<file path="config.mk">
export PLATFORM = sky130hd
export DESIGN_NAME = ssoc_orient
export DESIGN_NICKNAME = d
export VERILOG_FILES = /design/src/design/ssoc_pkg.sv /design/src/design/ssoc_orient.sv
export SDC_FILE = /design/constraint.sdc
export NUM_CORES = 2
export LEC_CHECK = 0
export ABC_AREA = 1
export BUFFER_PORTS_ARGS = -buffer_cell sky130_fd_sc_hd__buf_2
export CELL_PAD_IN_SITES_DETAIL_PLACEMENT = 0
export CELL_PAD_IN_SITES_GLOBAL_PLACEMENT = 1
export CORE_MARGIN = 3
export CORE_UTILIZATION = 31
export CTS_BUF_LIST = sky130_fd_sc_hd__clkbuf_8
export DETAILED_ROUTE_END_ITERATION = 10
export PLACE_DENSITY_LB_ADDON = 0.1
export SLEW_MARGIN = 20
export SYNTH_ARGS = -nofsm -noshare
export SYNTH_HDL_FRONTEND = slang
export SYNTH_SLANG_ARGS = --single-unit
</file>
<file path="constraint.sdc">
create_clock -name clk_i -period 7 [get_ports clk_i]
set_input_delay 0 -clock clk_i [delete_from_list [all_inputs] [get_ports clk_i]]
set_output_delay 0 -clock clk_i [all_outputs]
set_load 0.01 [all_outputs]
</file>
<file path="src/design/ssoc_pkg.sv">
// shared types and default sizes for the sweep segment order comparator
package ssoc_pkg;

  // default field widths
  localparam int unsigned COORD_WIDTH_DEF = 16;
  localparam int unsigned IDENT_WIDTH_DEF = 16;

  // sign of one orientation area
  typedef struct packed {
    logic lt;  // area below zero
    logic gt;  // area above zero
  } orient_t;

  // per-stage load enables of the orientation pipeline
  typedef struct packed {
    logic diff;  // stage 1: coordinate differences
    logic prod;  // stage 2: cross products
    logic sign;  // stage 3: area sign
  } stage_en_t;

endpackage

</file>
<file path="src/design/ssoc_orient.sv">
// three-stage orientation test: sign of area(a, b, c) over registered stages
module ssoc_orient import ssoc_pkg::*; #(
  parameter int unsigned COORD_WIDTH = COORD_WIDTH_DEF
) (
  input  logic                          clk_i,
  input  stage_en_t                     en_i,
  input  logic signed [COORD_WIDTH-1:0] a_x_i,
  input  logic signed [COORD_WIDTH-1:0] a_y_i,
  input  logic signed [COORD_WIDTH-1:0] b_x_i,
  input  logic signed [COORD_WIDTH-1:0] b_y_i,
  input  logic signed [COORD_WIDTH-1:0] c_x_i,
  input  logic signed [COORD_WIDTH-1:0] c_y_i,
  output orient_t                       sign_o
);

  localparam int unsigned DW = COORD_WIDTH + 1;
  localparam int unsigned PW = 2 * DW;

  logic signed [DW-1:0] cxa_d, bya_d, bxa_d, cya_d;
  logic signed [DW-1:0] cxa_q, bya_q, bxa_q, cya_q;
  logic signed [PW-1:0] prod_l_d, prod_r_d;
  logic signed [PW-1:0] prod_l_q, prod_r_q;
  orient_t              sign_d, sign_q;

  // stage 1: differences against point a, one bit wider
  always_comb begin
    cxa_d = $signed({c_x_i[COORD_WIDTH-1], c_x_i}) - $signed({a_x_i[COORD_WIDTH-1], a_x_i});
    bya_d = $signed({b_y_i[COORD_WIDTH-1], b_y_i}) - $signed({a_y_i[COORD_WIDTH-1], a_y_i});
    bxa_d = $signed({b_x_i[COORD_WIDTH-1], b_x_i}) - $signed({a_x_i[COORD_WIDTH-1], a_x_i});
    cya_d = $signed({c_y_i[COORD_WIDTH-1], c_y_i}) - $signed({a_y_i[COORD_WIDTH-1], a_y_i});
  end

  always_ff @(posedge clk_i) begin
    if (en_i.diff) begin
      cxa_q <= cxa_d;
      bya_q <= bya_d;
      bxa_q <= bxa_d;
      cya_q <= cya_d;
    end
  end

  // stage 2: the two cross-product terms at full width
  always_comb begin
    prod_l_d = PW'(cxa_q) * PW'(bya_q);
    prod_r_d = PW'(bxa_q) * PW'(cya_q);
  end

  always_ff @(posedge clk_i) begin
    if (en_i.prod) begin
      prod_l_q <= prod_l_d;
      prod_r_q <= prod_r_d;
    end
  end

  // stage 3: compare terms to get the area sign
  always_comb begin
    sign_d.lt = prod_l_q < prod_r_q;
    sign_d.gt = prod_l_q > prod_r_q;
  end

  always_ff @(posedge clk_i) begin
    if (en_i.sign) begin
      sign_q <= sign_d;
    end
  end

  assign sign_o = sign_q;

endmodule

</file>
==> qor.txt <==
status = complete, no violations
share of the synthesized area in the top cell type = 38.0%
syn avg cell area = 8.25 µm²
# clock sinks = 138
first-pass GRT wire length = 149000 µm
post-synth top area cell = fa_1
Via Count = 22800
Nets = 4849
Post-synth EDFFs = 138
worst hold path class = in2reg
# IOs = 102
initial antenna violation count = 4
Reg clk slew, reported paths = 90 ps
Max-Cap Viols = 0
IO buf count = 101
H-tree level count = 4
cts bufs inserted = 17
ranking of synthesized cells by area = fa_1 38%, edfxtp_1 13%, inv_1 13%
Pre-antenna DRT Iters = 7
Commonest cells post-synth = 1104 x inv_1, 910 x nand2_1, 596 x fa_1
Mapped Cells = 3802
grt total ovfl = 0
number of setup buffers added after CTS = 0
core region area = 100000 µm²
site row count = 116
worst skew pair latency = 550 ps
Reg2Reg Depth = 14
Area Growth Syn to Fin = 9.48%
sequential share of the synthesized area = 13.2%
kind of end point of the critical path = register
layout cell share with drive strength beyond 1 = 5.82%
Max Clock Freq = 156 MHz
clk_skew = 22.4 ps
vias in the first global route = 25300
DR iter-0 viols = 994
final worst path period share = 91.4%
Root Driver = clkbuf_8
Startpoint Class = register
largest net degree at the start of global routing = 69
Routed WL = 92900 µm
RSZ-0062 raised after global routing = false
Initial Util = 31.3%
Worst-Margin Slew = 969 ps
Hold Path Depth = 3
final HPWL from detailed placement = 80900 µm
# DRC = 0
worst setup path category = reg2reg
Max transition margin = 35.4%
Filler Cell Count = 10800
clk buf depth = 2
most common cell in the netlist = inv_1
asr flop ratio synth = 0%
routed len/inst = 17.7 µm
Critical Path RT = 7310 ps
synth unique cells = 46
Data arrival, critical path = 6700 ps
Final GP Congestion = 0.824
Fin. Hold Viols = 0
CP max FO = 17
Vias/cell = 4.34
Die Ht = 324 µm
Synth Cell Area = 31400 µm²
Seq cells post-synth = 138
fin crit period = 6400 ps
GRT Overall Usage = 18.7%
Final Max Tran Viols = 0
chip width = 324 µm
synthesized net count = 4766
final setup vio count = 0
Synth Flop Type = edfxtp_1
TritonCTS clock tree = built
die area = 105000 µm²
setup tns final = 0 ps
antenna-violating nets left = 0
YS warnings = 0
==> per-stage QoR <==
step,std cells,setup WS [ps],utilization (%),hold WS [ps],area (µm²)
detailed placement,5163,495,33.2,228,33300
floorplan,3802,1340,-,112,31400
CTS,5255,527,34.2,0.280,34300
global placement,5163,532,33.2,230,33300
finish,5258,603,34.2,64.0,34300
global route,5256,228,34.2,31.4,34300
==> per-layer routing <==
layer	track usage, %	vias up	share of wire (%)
met2	32.2	279	48
met5	0	-	0
met4	2.87	0	0.84
met1	26.0	11300	49
met3	1.88	39	2.5
li1	-	11200	-
==> cells by family after synthesis <==
kind of cell               synth area share, %
xor gates and xnor gates                  2.96
adders and majority gates                 48.7
buffers and inverters                     14.9
DFF                                       13.2
and+or+nand+nor                           15.7
AOI/OAI and AO/OA                         4.54
==> critical path, stage by stage, from the launching register on <==
cell and delay, ps:
edfxtp_1 880, nand2_1 210, inv_1 170, fa_1 560
fa_1 910, fa_1 530, fa_1 590, fa_1 440
fa_1 470, ha_1 360, a21oi_1 250, a21boi_0 270
a21boi_0 230, nand3_1 120, xor2_1 160
==> worst paths after layout <==
check                           endpoint  slack [ps]                start
setup / recovery  prod_r_q[27]$_DFFE_PP_         600  bxa_q[16]$_DFFE_PP_
hold / removal       cxa_q[13]$_DFFE_PP_          60            c_x_i[13]
setup reg to reg  prod_r_q[27]$_DFFE_PP_         600  bxa_q[16]$_DFFE_PP_
hold reg to reg    prod_l_q[0]$_DFFE_PP_        1000   cxa_q[0]$_DFFE_PP_
==> timing repair <==
item / in CTS / in global routing
endpoints found under the setup margin: 0 / 0
hold endpoints to repair: 56 / 0
hold buffers: 60 / 0
gates resized for setup: 0 / 0
==> area by class of cell <==
cell class	count	area, µm²	share of cell area, %
Sequential cell	138	4140	12.1
Clock buffer	17	234	0.681
Tap cell	1357	1700	4.94
Timing Repair Buffer	198	1380	4.03
Inverter	1109	4160	12.1
Clock inverter	15	153	0.445
Multi-Input combinational cell	2421	22600	65.7
Antenna cell	3	7.51	0.0219
==> registers in the layout, summed over array words and instances, names as in the netlist <==
register  count
bxa_q        17
bya_q        17
cxa_q        17
cya_q        17
prod_l_q     34
prod_r_q     34
sign_o        2
==> layout by cell type, fill, tap and decap left out, types with 9 or more instances in the layout <==
cell type,synthesis,routed
inv_1,1104,1105
a21o_1,21,21
ha_1,268,268
dlygate4sd3_1,0,60
nor2_1,126,126
o21ai_2,11,11
edfxtp_1,138,138
buf_2,0,101
or2_2,9,9
fa_1,596,596
nor2_2,9,9
clkbuf_8,0,17
nand3_1,86,86
o21ai_0,36,36
a21boi_0,11,11
xnor2_1,26,26
a21oi_1,122,122
nand2_2,11,11
nand4_1,21,21
nand2_1,910,910
nor3_1,15,15
buf_4,0,37
o21bai_1,14,14
xor2_1,80,80
Power is left out: the tool's default activity adds up to more than one toggle a clock period on the data nets, which glitch-free logic cannot reach.
